## config.mk

```make
export PLATFORM = sky130hd
export DESIGN_NAME = diff_drive_odometry_core
export DESIGN_NICKNAME = d
export VERILOG_FILES = /design/src/rtl/ddo_pkg.sv /design/src/rtl/ddo_mul.sv /design/src/rtl/ddo_div.sv /design/src/rtl/ddo_cordic.sv /design/src/rtl/diff_drive_odometry_core.sv
export SDC_FILE = /design/constraint.sdc
export NUM_CORES = 2
export LEC_CHECK = 0
export BUFFER_PORTS_ARGS = -buffer_cell sky130_fd_sc_hd__buf_2
export CAP_MARGIN = 20
export CORE_MARGIN = 2
export CORE_UTILIZATION = 50
export DETAILED_ROUTE_END_ITERATION = 8
export PLACE_DENSITY_LB_ADDON = 0.15
export SYNTH_ARGS = -nofsm -noshare
export SYNTH_HDL_FRONTEND = slang
export SYNTH_SLANG_ARGS = --single-unit
export TNS_END_PERCENT = 20
```

## constraint.sdc

```tcl
create_clock -name i_clk -period 9.3 [get_ports i_clk]
set_clock_uncertainty 0.1 [all_clocks]
set_input_delay 0.465 -clock i_clk [delete_from_list [all_inputs] [get_ports i_clk]]
set_output_delay 0.465 -clock i_clk [all_outputs]
set_load 0.05 [all_outputs]
```

## src/rtl/ddo_pkg.sv

```systemverilog
// Types, constants and helpers of the differential-drive odometry core.
package ddo_pkg;

    localparam int ANGLE_BITS   = 16;
    localparam int FRAC_BITS    = 16;
    localparam int Q_SHIFT      = 16;
    localparam int CORDIC_STEPS = 24;

    // serial multiplier: signed a, unsigned b, one bit of b per cycle
    localparam int MA_W   = 43;
    localparam int MB_W   = 30;
    localparam int MP_W   = MA_W + MB_W;
    localparam int MH_W   = MA_W + 2;
    localparam int MCNT_W = $clog2(MB_W);

    // serial divide by one million, one quotient bit per cycle
    localparam int DV_W      = 53;
    localparam int DIV_STEPS = 33;
    localparam int DQ_W      = DIV_STEPS + 1;
    localparam int DIV_REM_W = 20;
    localparam int DCNT_W    = $clog2(DIV_STEPS);
    localparam logic [DIV_REM_W:0] DIVISOR = 21'd1000000;

    // CORDIC datapath
    localparam int CW   = FRAC_BITS + 3;
    localparam int ZW   = 34;
    localparam int CI_W = $clog2(CORDIC_STEPS);
    localparam logic [63:0] CORDIC_X0_64 =
        ((64'd2608131496 << FRAC_BITS) + 64'h0000_0000_8000_0000) >> 32;
    localparam logic [CW-1:0] CORDIC_X0 = CORDIC_X0_64[CW-1:0];
    localparam logic [31:0] ATAN_TURNS [0:CORDIC_STEPS-1] = '{
        32'h20000000, 32'h12E4051E, 32'h09FB385B, 32'h051111D4, 32'h028B0D43,
        32'h0145D7E1, 32'h00A2F61E, 32'h00517C55, 32'h0028BE53, 32'h00145F2F,
        32'h000A2F98, 32'h000517CC, 32'h00028BE6, 32'h000145F3, 32'h0000A2FA,
        32'h0000517D, 32'h000028BE, 32'h0000145F, 32'h00000A30, 32'h00000518,
        32'h0000028C, 32'h00000146, 32'h000000A3, 32'h00000051
    };

    // 1/(2*pi) in Q32, and where turn and half turn sit in the product
    localparam logic [MB_W-1:0] INV_TWO_PI_Q32 = 30'd683565276;
    localparam int D_LSB = 48 - ANGLE_BITS;
    localparam int H_LSB = 49 - ANGLE_BITS;

    localparam int INC_W = 48;

    // configuration register indexes
    localparam logic [1:0] REG_WHEEL_RADIUS     = 2'd0;
    localparam logic [1:0] REG_INV_WHEEL_RADIUS = 2'd1;
    localparam logic [1:0] REG_HALF_WHEEL_BASE  = 2'd2;
    localparam logic [1:0] REG_INV_WHEEL_BASE   = 2'd3;

    typedef struct packed {
        logic signed [23:0] linear_velocity;
        logic signed [23:0] angular_velocity;
        logic [19:0]        elapsed_time;
    } t_in_word;

    typedef struct packed {
        logic signed [31:0] pos_x;
        logic signed [31:0] pos_y;
        logic signed [15:0] heading;
        logic signed [31:0] left_wheel_angle;
        logic signed [31:0] right_wheel_angle;
    } t_out_word;

    typedef struct packed {
        logic                   start;
        logic signed [MA_W-1:0] a;
        logic [MB_W-1:0]        b;
    } t_mul_req;

    typedef struct packed {
        logic                   done;
        logic signed [MP_W-1:0] prod;
    } t_mul_rsp;

    typedef struct packed {
        logic                   start;
        logic signed [DV_W-1:0] dividend;
    } t_div_req;

    typedef struct packed {
        logic                   done;
        logic signed [DQ_W-1:0] quot;
    } t_div_rsp;

    typedef struct packed {
        logic                  start;
        logic [ANGLE_BITS-1:0] phi;
    } t_cor_req;

    typedef struct packed {
        logic                 done;
        logic signed [CW-1:0] cos_val;
        logic signed [CW-1:0] sin_val;
    } t_cor_rsp;

    function automatic logic signed [31:0] sat_add(input logic signed [31:0] a,
                                                   input logic signed [INC_W-1:0] d);
        logic signed [INC_W:0] s;
        s = (INC_W+1)'(a) + (INC_W+1)'(d);
        if (s > (INC_W+1)'(64'sd2147483647)) begin
            return 32'sh7FFF_FFFF;
        end else if (s < (INC_W+1)'(-64'sd2147483648)) begin
            return 32'sh8000_0000;
        end
        return s[31:0];
    endfunction

endpackage

```

## src/rtl/ddo_mul.sv

```systemverilog
// Bit-serial signed-by-unsigned multiplier, one bit of b per cycle.
module ddo_mul (
    input  logic              i_clk,
    input  logic              i_rst_n,
    input  ddo_pkg::t_mul_req i_req,
    output ddo_pkg::t_mul_rsp o_rsp
);
    import ddo_pkg::*;

    logic signed [MH_W-1:0] r_hi;
    logic [MB_W-1:0]        r_lo;
    logic [MB_W-1:0]        r_b;
    logic signed [MA_W-1:0] r_a;
    logic [MCNT_W-1:0]      r_cnt;
    logic                   r_busy;
    logic                   r_done;
    logic                   load;
    logic signed [MH_W-1:0] a_ext;
    logic signed [MH_W-1:0] sum;
    logic [MH_W+MB_W-1:0]   full;

    assign load  = i_req.start && !r_busy;
    assign a_ext = MH_W'(r_a);
    assign sum   = r_b[0] ? r_hi + a_ext : r_hi;
    assign full  = {r_hi, r_lo};

    always_ff @(posedge i_clk) begin
        if (!i_rst_n) begin
            r_busy <= 1'b0;
            r_done <= 1'b0;
            r_cnt  <= '0;
        end else begin
            r_done <= 1'b0;
            if (load) begin
                r_busy <= 1'b1;
                r_cnt  <= MCNT_W'(MB_W - 1);
            end else if (r_busy) begin
                if (r_cnt == '0) begin
                    r_busy <= 1'b0;
                    r_done <= 1'b1;
                end else begin
                    r_cnt <= r_cnt - 1'b1;
                end
            end
        end
    end

    // partial product shifts right; low bits fall into r_lo
    always_ff @(posedge i_clk) begin
        if (load) begin
            r_hi <= '0;
            r_lo <= '0;
            r_a  <= i_req.a;
            r_b  <= i_req.b;
        end else if (r_busy) begin
            r_hi <= sum >>> 1;
            r_lo <= {sum[0], r_lo[MB_W-1:1]};
            r_b  <= r_b >> 1;
        end
    end

    assign o_rsp.done = r_done;
    assign o_rsp.prod = $signed(full[MP_W-1:0]);

endmodule

```

## src/rtl/ddo_div.sv

```systemverilog
// Serial divide by one million, truncating toward zero, one bit per cycle.
module ddo_div (
    input  logic              i_clk,
    input  logic              i_rst_n,
    input  ddo_pkg::t_div_req i_req,
    output ddo_pkg::t_div_rsp o_rsp
);
    import ddo_pkg::*;

    logic [DIV_REM_W-1:0] r_rem;
    logic [DIV_STEPS-1:0] r_lo;
    logic                 r_neg;
    logic [DCNT_W-1:0]    r_cnt;
    logic                 r_busy;
    logic                 r_done;
    logic                 load;
    logic [DV_W-1:0]      mag;
    logic [DIV_REM_W:0]   trial;
    logic [DIV_REM_W:0]   diff;
    logic                 ge;
    logic [DQ_W-1:0]      qext;

    assign load  = i_req.start && !r_busy;
    assign mag   = i_req.dividend[DV_W-1] ? DV_W'(-i_req.dividend) : i_req.dividend;
    assign trial = {r_rem, r_lo[DIV_STEPS-1]};
    assign diff  = trial - DIVISOR;
    assign ge    = trial >= DIVISOR;
    assign qext  = {1'b0, r_lo};

    always_ff @(posedge i_clk) begin
        if (!i_rst_n) begin
            r_busy <= 1'b0;
            r_done <= 1'b0;
            r_cnt  <= '0;
        end else begin
            r_done <= 1'b0;
            if (load) begin
                r_busy <= 1'b1;
                r_cnt  <= DCNT_W'(DIV_STEPS - 1);
            end else if (r_busy) begin
                if (r_cnt == '0) begin
                    r_busy <= 1'b0;
                    r_done <= 1'b1;
                end else begin
                    r_cnt <= r_cnt - 1'b1;
                end
            end
        end
    end

    // top bits start below the divisor, so the quotient fits DIV_STEPS bits
    always_ff @(posedge i_clk) begin
        if (load) begin
            r_rem <= DIV_REM_W'(mag[DV_W-2:DIV_STEPS]);
            r_lo  <= mag[DIV_STEPS-1:0];
            r_neg <= i_req.dividend[DV_W-1];
        end else if (r_busy) begin
            r_rem <= ge ? diff[DIV_REM_W-1:0] : trial[DIV_REM_W-1:0];
            r_lo  <= {r_lo[DIV_STEPS-2:0], ge};
        end
    end

    assign o_rsp.done = r_done;
    assign o_rsp.quot = r_neg ? $signed(-qext) : $signed(qext);

endmodule

```

## src/rtl/ddo_cordic.sv

```systemverilog
// Rotation-mode CORDIC, one micro-rotation per cycle, with quarter-turn fold.
module ddo_cordic (
    input  logic              i_clk,
    input  logic              i_rst_n,
    input  ddo_pkg::t_cor_req i_req,
    output ddo_pkg::t_cor_rsp o_rsp
);
    import ddo_pkg::*;

    localparam logic signed [ZW-1:0] Z_QUARTER = ZW'(64'sd1073741824);
    localparam logic signed [ZW-1:0] Z_HALF    = ZW'(64'sd2147483648);

    logic signed [CW-1:0] r_x;
    logic signed [CW-1:0] r_y;
    logic signed [ZW-1:0] r_z;
    logic [CI_W-1:0]      r_i;
    logic                 r_neg;
    logic                 r_busy;
    logic                 r_done;
    logic                 load;
    logic [31:0]          z32;
    logic signed [ZW-1:0] z_ext;
    logic signed [ZW-1:0] z_fold;
    logic                 fold;
    logic signed [CW-1:0] x_sh;
    logic signed [CW-1:0] y_sh;
    logic signed [ZW-1:0] atan_ext;

    assign load = i_req.start && !r_busy;
    assign z32  = {i_req.phi, {(32 - ANGLE_BITS){1'b0}}};
    assign z_ext = ZW'($signed(z32));

    always_comb begin
        fold   = 1'b0;
        z_fold = z_ext;
        if (z_ext > Z_QUARTER) begin
            fold   = 1'b1;
            z_fold = z_ext - Z_HALF;
        end else if (z_ext < -Z_QUARTER) begin
            fold   = 1'b1;
            z_fold = z_ext + Z_HALF;
        end
    end

    assign x_sh     = r_x >>> r_i;
    assign y_sh     = r_y >>> r_i;
    assign atan_ext = $signed(ZW'(ATAN_TURNS[r_i]));

    always_ff @(posedge i_clk) begin
        if (!i_rst_n) begin
            r_busy <= 1'b0;
            r_done <= 1'b0;
            r_i    <= '0;
        end else begin
            r_done <= 1'b0;
            if (load) begin
                r_busy <= 1'b1;
                r_i    <= '0;
            end else if (r_busy) begin
                if (r_i == CI_W'(CORDIC_STEPS - 1)) begin
                    r_busy <= 1'b0;
                    r_done <= 1'b1;
                end else begin
                    r_i <= r_i + 1'b1;
                end
            end
        end
    end

    always_ff @(posedge i_clk) begin
        if (load) begin
            r_x   <= $signed(CORDIC_X0);
            r_y   <= '0;
            r_z   <= z_fold;
            r_neg <= fold;
        end else if (r_busy) begin
            if (r_z >= 0) begin
                r_x <= r_x - y_sh;
                r_y <= r_y + x_sh;
                r_z <= r_z - atan_ext;
            end else begin
                r_x <= r_x + y_sh;
                r_y <= r_y - x_sh;
                r_z <= r_z + atan_ext;
            end
        end
    end

    assign o_rsp.done    = r_done;
    assign o_rsp.cos_val = r_neg ? -r_x : r_x;
    assign o_rsp.sin_val = r_neg ? -r_y : r_y;

endmodule

```

## src/rtl/diff_drive_odometry_core.sv

```systemverilog
// Top level of the differential-drive odometry core: sequencer, state and ports.
//
//   channel   direction  handshake                      word
//   in        to core    i_in_valid / o_in_stall        t_in_word (v, w, dt)
//   out       from core  o_out_valid / i_out_stall      t_out_word (pose, wheels)
//   cfg       to core    i_cfg_valid / o_cfg_ready      i_cfg_index, i_cfg_data
//
// A tick with nonzero elapsed time holds the input stalled from its accept until
// the core is free again: thirteen passes of the 30-bit serial multiplier, four
// passes of the serial divide by one million, 24 CORDIC rotations and then the
// result step. A zero-time tick is taken and dropped and leaves the core free.
// Reset is synchronous, active low, and restores the pose, wheel angles and
// registers. The result word sits in an output register, so a stalled consumer
// only holds the core at the final step.
module diff_drive_odometry_core (
    input  logic               i_clk,
    input  logic               i_rst_n,
    input  logic               i_in_valid,
    output logic               o_in_stall,
    input  ddo_pkg::t_in_word  i_in_word,
    output logic               o_out_valid,
    input  logic               i_out_stall,
    output ddo_pkg::t_out_word o_out_word,
    input  logic               i_cfg_valid,
    output logic               o_cfg_ready,
    input  logic [1:0]         i_cfg_index,
    input  logic [23:0]        i_cfg_data
);
    import ddo_pkg::*;

    // sequencer states
    localparam logic [2:0] ST_IDLE     = 3'd0;
    localparam logic [2:0] ST_MUL_GO   = 3'd1;
    localparam logic [2:0] ST_MUL_WAIT = 3'd2;
    localparam logic [2:0] ST_DIV_WAIT = 3'd3;
    localparam logic [2:0] ST_COR_WAIT = 3'd4;
    localparam logic [2:0] ST_OUT      = 3'd5;

    // multiply steps, in order
    localparam logic [3:0] OP_T   = 4'd0;  // w * half base
    localparam logic [3:0] OP_QL  = 4'd1;  // left rate
    localparam logic [3:0] OP_QR  = 4'd2;  // right rate
    localparam logic [3:0] OP_AL  = 4'd3;  // left angle step, then divide
    localparam logic [3:0] OP_AR  = 4'd4;
    localparam logic [3:0] OP_WL  = 4'd5;  // left rate * radius
    localparam logic [3:0] OP_DL  = 4'd6;  // left arc, then divide
    localparam logic [3:0] OP_WR  = 4'd7;
    localparam logic [3:0] OP_DR  = 4'd8;
    localparam logic [3:0] OP_TH  = 4'd9;  // turn in radians
    localparam logic [3:0] OP_ANG = 4'd10; // turn in binary angle
    localparam logic [3:0] OP_X   = 4'd11;
    localparam logic [3:0] OP_Y   = 4'd12;

    logic [2:0] r_state;
    logic [3:0] r_op;

    // configuration
    logic [15:0] r_wr;
    logic [23:0] r_iwr;
    logic [15:0] r_hwb;
    logic [23:0] r_iwb;

    // pose and wheel state
    logic signed [31:0]     r_x;
    logic signed [31:0]     r_y;
    logic [ANGLE_BITS-1:0]  r_hd;
    logic signed [31:0]     r_left;
    logic signed [31:0]     r_right;

    // per-tick work registers
    logic signed [23:0]     r_v;
    logic signed [23:0]     r_w;
    logic [19:0]            r_dt;
    logic signed [23:0]     r_t;
    logic signed [32:0]     r_ql;
    logic signed [32:0]     r_qr;
    logic signed [32:0]     r_wl;
    logic signed [33:0]     r_dl;
    logic signed [33:0]     r_dr;
    logic signed [42:0]     r_dth;
    logic [ANGLE_BITS-1:0]  r_d;
    logic signed [CW-1:0]   r_c;
    logic signed [CW-1:0]   r_s;

    logic      r_out_valid;
    t_out_word r_out_word;

    t_mul_req mul_req;
    t_mul_rsp mul_rsp;
    t_div_req div_req;
    t_div_rsp div_rsp;
    t_cor_req cor_req;
    t_cor_rsp cor_rsp;

    logic acc_in;
    logic start_work;
    logic mul_fin;
    logic div_fin;
    logic cor_fin;
    logic out_load;
    logic is_div_op;

    logic signed [24:0]       vl;
    logic signed [24:0]       vr;
    logic signed [34:0]       dsum;
    logic signed [33:0]       ds;
    logic signed [34:0]       ddiff;
    logic [CW-1:0]            c_mag;
    logic [CW-1:0]            s_mag;
    logic signed [MP_W-1:0]   m_prod;
    logic signed [MP_W-1:0]   m_q;
    logic signed [MP_W-1:0]   m_signed;
    logic signed [MP_W-1:0]   m_frac;
    logic                     m_neg;
    logic [ANGLE_BITS-1:0]    m_d;
    logic [ANGLE_BITS-1:0]    m_h;
    logic signed [INC_W-1:0]  q_inc;
    logic [ANGLE_BITS-1:0]    n_hd;
    logic [ANGLE_BITS+23:0]   hd_wide;

    assign acc_in     = i_in_valid && !o_in_stall;
    assign start_work = acc_in && (i_in_word.elapsed_time != '0);
    assign mul_fin    = (r_state == ST_MUL_WAIT) && mul_rsp.done;
    assign div_fin    = (r_state == ST_DIV_WAIT) && div_rsp.done;
    assign cor_fin    = (r_state == ST_COR_WAIT) && cor_rsp.done;
    assign out_load   = (r_state == ST_OUT) && (!r_out_valid || !i_out_stall);
    assign is_div_op  = (r_op == OP_AL) || (r_op == OP_AR) ||
                        (r_op == OP_DL) || (r_op == OP_DR);

    // wheel speeds, forward step and wheel difference
    assign vl    = 25'(r_v) - 25'(r_t);
    assign vr    = 25'(r_v) + 25'(r_t);
    assign dsum  = 35'(r_dl) + 35'(r_dr);
    assign ds    = dsum[34:1];
    assign ddiff = 35'(r_dr) - 35'(r_dl);
    assign c_mag = r_c[CW-1] ? CW'(-r_c) : r_c;
    assign s_mag = r_s[CW-1] ? CW'(-r_s) : r_s;

    // operand select for the shared multiplier
    always_comb begin
        mul_req.start = (r_state == ST_MUL_GO);
        mul_req.a     = '0;
        mul_req.b     = '0;
        unique case (r_op)
            OP_T: begin
                mul_req.a = MA_W'(r_w);
                mul_req.b = MB_W'(r_hwb);
            end
            OP_QL: begin
                mul_req.a = MA_W'(vl);
                mul_req.b = MB_W'(r_iwr);
            end
            OP_QR: begin
                mul_req.a = MA_W'(vr);
                mul_req.b = MB_W'(r_iwr);
            end
            OP_AL: begin
                mul_req.a = MA_W'(r_ql);
                mul_req.b = MB_W'(r_dt);
            end
            OP_AR: begin
                mul_req.a = MA_W'(r_qr);
                mul_req.b = MB_W'(r_dt);
            end
            OP_WL: begin
                mul_req.a = MA_W'(r_ql);
                mul_req.b = MB_W'(r_wr);
            end
            OP_WR: begin
                mul_req.a = MA_W'(r_qr);
                mul_req.b = MB_W'(r_wr);
            end
            OP_DL, OP_DR: begin
                mul_req.a = MA_W'(r_wl);
                mul_req.b = MB_W'(r_dt);
            end
            OP_TH: begin
                mul_req.a = MA_W'(ddiff);
                mul_req.b = MB_W'(r_iwb);
            end
            OP_ANG: begin
                mul_req.a = MA_W'(r_dth);
                mul_req.b = INV_TWO_PI_Q32;
            end
            OP_X: begin
                mul_req.a = MA_W'(ds);
                mul_req.b = MB_W'(c_mag);
            end
            OP_Y: begin
                mul_req.a = MA_W'(ds);
                mul_req.b = MB_W'(s_mag);
            end
            default: begin
                mul_req.a = '0;
                mul_req.b = '0;
            end
        endcase
    end

    assign m_prod   = mul_rsp.prod;
    assign m_q      = m_prod >>> Q_SHIFT;
    assign m_neg    = (r_op == OP_X) ? r_c[CW-1] : r_s[CW-1];
    assign m_signed = m_neg ? -m_prod : m_prod;
    assign m_frac   = m_signed >>> FRAC_BITS;
    assign m_d      = m_prod[D_LSB +: ANGLE_BITS];
    assign m_h      = m_prod[H_LSB +: ANGLE_BITS];
    assign q_inc    = INC_W'(div_rsp.quot);

    assign div_req.start    = mul_fin && is_div_op;
    assign div_req.dividend = m_prod[DV_W-1:0];

    // CORDIC runs at heading plus half the turn, taken straight from the product
    assign cor_req.start = mul_fin && (r_op == OP_ANG);
    assign cor_req.phi   = r_hd + m_h;

    assign n_hd    = r_hd + r_d;
    assign hd_wide = {n_hd, 24'b0};

    ddo_mul u_mul (
        .i_clk   (i_clk),
        .i_rst_n (i_rst_n),
        .i_req   (mul_req),
        .o_rsp   (mul_rsp)
    );

    ddo_div u_div (
        .i_clk   (i_clk),
        .i_rst_n (i_rst_n),
        .i_req   (div_req),
        .o_rsp   (div_rsp)
    );

    ddo_cordic u_cordic (
        .i_clk   (i_clk),
        .i_rst_n (i_rst_n),
        .i_req   (cor_req),
        .o_rsp   (cor_rsp)
    );

    // sequencer, configuration and persistent state
    always_ff @(posedge i_clk) begin
        if (!i_rst_n) begin
            r_state     <= ST_IDLE;
            r_op        <= OP_T;
            r_out_valid <= 1'b0;
            r_wr        <= 16'd6554;
            r_iwr       <= 24'd655360;
            r_hwb       <= 16'd21299;
            r_iwb       <= 24'd100824;
            r_x         <= '0;
            r_y         <= '0;
            r_hd        <= '0;
            r_left      <= '0;
            r_right     <= '0;
        end else begin
            if (i_cfg_valid && o_cfg_ready) begin
                unique case (i_cfg_index)
                    REG_WHEEL_RADIUS:     r_wr  <= i_cfg_data[15:0];
                    REG_INV_WHEEL_RADIUS: r_iwr <= i_cfg_data;
                    REG_HALF_WHEEL_BASE:  r_hwb <= i_cfg_data[15:0];
                    REG_INV_WHEEL_BASE:   r_iwb <= i_cfg_data;
                    default:              r_wr  <= r_wr;
                endcase
            end

            if (out_load) begin
                r_out_valid <= 1'b1;
            end else if (!i_out_stall) begin
                r_out_valid <= 1'b0;
            end

            unique case (r_state)
                ST_IDLE: begin
                    if (start_work) begin
                        r_op    <= OP_T;
                        r_state <= ST_MUL_GO;
                    end
                end
                ST_MUL_GO: begin
                    r_state <= ST_MUL_WAIT;
                end
                ST_MUL_WAIT: begin
                    if (mul_fin) begin
                        if (r_op == OP_X) begin
                            r_x <= sat_add(r_x, m_frac[INC_W-1:0]);
                        end
                        if (r_op == OP_Y) begin
                            r_y <= sat_add(r_y, m_frac[INC_W-1:0]);
                        end
                        priority if (is_div_op) begin
                            r_state <= ST_DIV_WAIT;
                        end else if (r_op == OP_ANG) begin
                            r_state <= ST_COR_WAIT;
                        end else if (r_op == OP_Y) begin
                            r_state <= ST_OUT;
                        end else begin
                            r_op    <= r_op + 1'b1;
                            r_state <= ST_MUL_GO;
                        end
                    end
                end
                ST_DIV_WAIT: begin
                    if (div_fin) begin
                        if (r_op == OP_AL) begin
                            r_left <= sat_add(r_left, q_inc);
                        end
                        if (r_op == OP_AR) begin
                            r_right <= sat_add(r_right, q_inc);
                        end
                        r_op    <= r_op + 1'b1;
                        r_state <= ST_MUL_GO;
                    end
                end
                ST_COR_WAIT: begin
                    if (cor_fin) begin
                        r_op    <= OP_X;
                        r_state <= ST_MUL_GO;
                    end
                end
                ST_OUT: begin
                    if (out_load) begin
                        r_hd    <= n_hd;
                        r_state <= ST_IDLE;
                    end
                end
                default: begin
                    r_state <= ST_IDLE;
                end
            endcase
        end
    end

    // per-tick intermediates
    always_ff @(posedge i_clk) begin
        if (start_work) begin
            r_v  <= i_in_word.linear_velocity;
            r_w  <= i_in_word.angular_velocity;
            r_dt <= i_in_word.elapsed_time;
        end
        if (mul_fin) begin
            if (r_op == OP_T) begin
                r_t <= m_q[23:0];
            end
            if (r_op == OP_QL) begin
                r_ql <= m_q[32:0];
            end
            if (r_op == OP_QR) begin
                r_qr <= m_q[32:0];
            end
            if ((r_op == OP_WL) || (r_op == OP_WR)) begin
                r_wl <= m_q[32:0];
            end
            if (r_op == OP_TH) begin
                r_dth <= m_q[42:0];
            end
            if (r_op == OP_ANG) begin
                r_d <= m_d;
            end
        end
        if (div_fin) begin
            if (r_op == OP_DL) begin
                r_dl <= div_rsp.quot;
            end
            if (r_op == OP_DR) begin
                r_dr <= div_rsp.quot;
            end
        end
        if (cor_fin) begin
            r_c <= cor_rsp.cos_val;
            r_s <= cor_rsp.sin_val;
        end
        if (out_load) begin
            r_out_word.pos_x             <= r_x;
            r_out_word.pos_y             <= r_y;
            r_out_word.heading           <= hd_wide[ANGLE_BITS+23 -: 16];
            r_out_word.left_wheel_angle  <= r_left;
            r_out_word.right_wheel_angle <= r_right;
        end
    end

    assign o_in_stall  = (r_state != ST_IDLE);
    assign o_out_valid = r_out_valid;
    assign o_out_word  = r_out_word;
    assign o_cfg_ready = 1'b1;

endmodule

```

==> flow_summary.ini <==
[final_layout]
regArea_um2 = 27200
final_common_cell = nand2_1
drive_gt1_share_pct = 10.0
final_area_um2 = 74100
final_cells = 9132
nNetsFinal = 7832
layout_common_cells = 797 x nand2_1, 661 x edfxtp_1, 591 x a21oi_1
multi_input_comb_area_um2 = 36600
nFillCells = 11600
syn_to_final_growth_pct = 12.1

[floorplan]
die_h_um = 368
top_level_ports = 246
rows = 133
die_w_um = 368
dieArea_um2 = 135000
coreArea_um2 = 131000
initial_utilization_pct = 50.3

[setup_path]
r2r_slack_ns = 1.19
reg2reg_depth = 23
worstReg2RegStart = u_mul.r_lo[13]
critPathKind = reg -> reg
worstPathRequired_ns = 9.80
worst_path_most_repeated_cell = or3_1
rr_endpoint = r_y[3]
cp_max_fo = 31
slowest_stage = or4_1
cpPeakStageDelay_ns = 0.54
path_cells = or3_4, or4_4, nor4_2, nand4_2, or3_4, or2_1, or3_1, o31ai_1, xnor2_1, ha_1, nand4_1, or3_1, or4_1, a211oi_1, o311ai_1, a211oi_1, or3_1, nand4b_1, nor4b_1, nand4b_1, o31ai_4, buf_4, o22ai_1
critPathArrivalTime_ns = 8.61
crit_path_start_kind = flip-flop
setup.worst_path.end_class = flip-flop

[timing]
slew_headroom_pct = 22.3
rsz0062_at_grt = no
holdWs_ns = 0.103
hold_viol = 0
fmax_ghz = 0.123
tns_ns = 0
maxSlewViolCount = 0
tightestPinTransition_ns = 1.16
period_minus_slack_ns = 8.11
setup_violations = 0
min_period_over_period_pct = 87.2

[logic_synthesis]
ys_top_cells_by_area = edfxtp_1 30%, dfxtp_1 11%, ha_1 8.5%
yosys.area.top_type = edfxtp_1
ys_ff_latch = 1028
ys_types = 102
syn-num-nets = 7654
syn-instance-count = 7093
netlist.area_leader.share_pct = 30.0
ys_warn_count = 0
synth_area_um2 = 66100
syn_area_per_cell_um2 = 9.32
yosysSeqAreaShare_pct = 41.1
ys_dominant_reg_cell = edfxtp_1
synthArstFlopShare_pct = 0
synth_edf_count = 661

[clock_tree]
cts_buffers = 113
path_clk_slew_ns = 0.06
clock-sinks = 1028
h-tree-depth = 3
tritoncts = done
cts_root_buf = clkbuf_16
insertion_delay_ns = 0.76
cts_max_path_buffers = 3

[place]
portBuffers = 244
globalplace.congestion = 0.965
place_hpwl_um = 152000
dp_cells = 8818
dpl-instance-area_um2 = 69100

[power]
leakagePower_nw = 29.5
vdd_drop_max_mv = 0.178
p_int_mw = 10.8
p_per_area_nw_per_um2 = 239
finalPower_mw = 17.7
combPwrFrac_pct = 38.5
seqPwrFrac_pct = 33.9
clkPwrFrac_pct = 27.6
p_sw_mw = 6.96
p_sw_share_pct = 39.2

[grt]
grt_pass1_vias = 52400
grt_usage_pct = 30.0
grt_antenna_before_repair = 14
grt_max_degree = 99
grt_pass1_wl_um = 316000
grt_overflow = 0

[hold_path]
holdCritStartpoint = i_out_stall
whs_path_depth = 3
min_to = o_out_valid
min_path_type = in -> reg

[job]
maxCapViolCount = 0

[drt]
drtPass1Iterations = 9
viasPerCell = 6.16
drt_iter0_drc = 5835
drc = 0
routedWlPerCell_um = 23.0
via_count = 56200
wl_um = 210000
antenna_left = 0

[outcome]
run_status = finished clean
-- power by group through the flow --
stage	combinational (mW)	sequential (mW)	clock, mW
2_1_floorplan	4.62	6.03	0
3_3_place_gp	6.62	6.07	0
3_5_place_dp	6.65	6.08	0
4_1_cts	6.72	5.99	4.97
5_1_grt	7.37	6.03	5.14
6_report	6.83	6.00	4.90
-- critical path: cells and delay by family, from the launching register on --
family / cells / cell delay (ns)
AO/OA/AOI/OAI: 6 / 1.82
AND/OR/NAND/NOR: 14 / 4.63
flip-flops: 1 / 0.36
buffers and inverters: 1 / 0.36
XOR/XNOR: 1 / 0.19
adder cells (fa/ha/maj): 1 / 0.48
-- sequential cells by signal (all words and copies together) (netlist names), 33 cells and up --
| name | count |
|---|---|
| r_wl | 33 |
| r_dth | 43 |
| r_dr | 34 |
| o_out_word | 144 |
| r_ql | 33 |
| u_mul.r_a | 43 |
| r_qr | 33 |
| u_div.r_lo | 33 |
| u_mul.r_hi | 44 |
| r_dl | 34 |
| u_cordic.r_z | 34 |
-- through the flow --
stage / util, % / setup slack (ns)
after global placement: 52.6 / 1.29
after CTS: 56.4 / 1.20
after detailed placement: 52.6 / 1.23
after floorplan: - / 2.50
final: 56.4 / 1.19
after global routing: 56.4 / 0.780
-- cell usage after synthesis, types with 32 or more instances --
master and instances:
nand4_1 43, nor4_1 35, a211oi_1 66, dfxtp_1 367, nor2_1 426, o21bai_1 57, o21a_1 51, or2_2 32
a31oi_1 54, ha_1 448, inv_1 251, o21ai_0 567, and3_1 50, o41ai_1 38, o211ai_1 49, edfxtp_1 661
o22ai_1 57, mux4_2 35, a21oi_1 592, a21o_1 196, a222oi_1 41, a22o_1 40, nor2b_1 47, nor3_1 128
nand2b_1 112, nand3_1 150, xnor2_1 394, nand2_1 797, o31ai_1 89, mux2i_1 71, clkbuf_1 332, a221oi_1 44
xor2_1 194, or3_1 98, a22oi_1 39
-- per-layer routing --
metal,track usage [%],up-vias,wire length [µm]
met5,0,-,0
met4,10.1,0,6800
met3,4.93,323,17400
met2,46.9,2176,93600
met1,42.1,27200,92500
li1,-,26600,-
-- cell families after synthesis --
| kind of cell | Yosys count | share of synthesized area, % |
|---|---|---|
| AO/OA/AOI/OAI | 2198 | 21.3 |
| AND/OR/NAND/NOR | 2042 | 14.5 |
| flip-flops | 1028 | 41.1 |
| buffers and inverters | 649 | 3.77 |
| XOR/XNOR | 588 | 7.79 |
| adder cells (fa/ha/maj) | 462 | 8.90 |
| multiplexers | 125 | 2.59 |
| other | 1 | 0.00567 |
-- repair_timing --
action | 4_1_cts | 5_1_grt
resized for setup | 0 | 0
hold buffers | 92 | 0
endpoints found under the hold margin | 148 | 0
buffers inserted | 0 | 0
endpoints found under the setup margin | 0 | 0
-- worst max path at each step --
stage,end,from
final,r_y[3],u_mul.r_lo[13]
after global routing,r_x[20],u_mul.r_lo[13]
after CTS,r_y[3],u_mul.r_lo[13]
after detailed placement,r_y[3],u_mul.r_lo[13]
after global placement,r_y[3],u_mul.r_lo[13]
after floorplan,r_x[0],u_mul.r_lo[13]
-- cell type report --
type	count	area share, %
Timing Repair Buffer	451	4.11
Multi-Input combinational cell	5416	49.4
Inverter	261	1.33
Antenna cell	5	0.0169
Sequential cell	1028	36.7
Tap cell	1755	2.96
Clock buffer	143	4.27
Clock inverter	73	1.24
No activity file was read; power rests on OpenSTA's default activity.
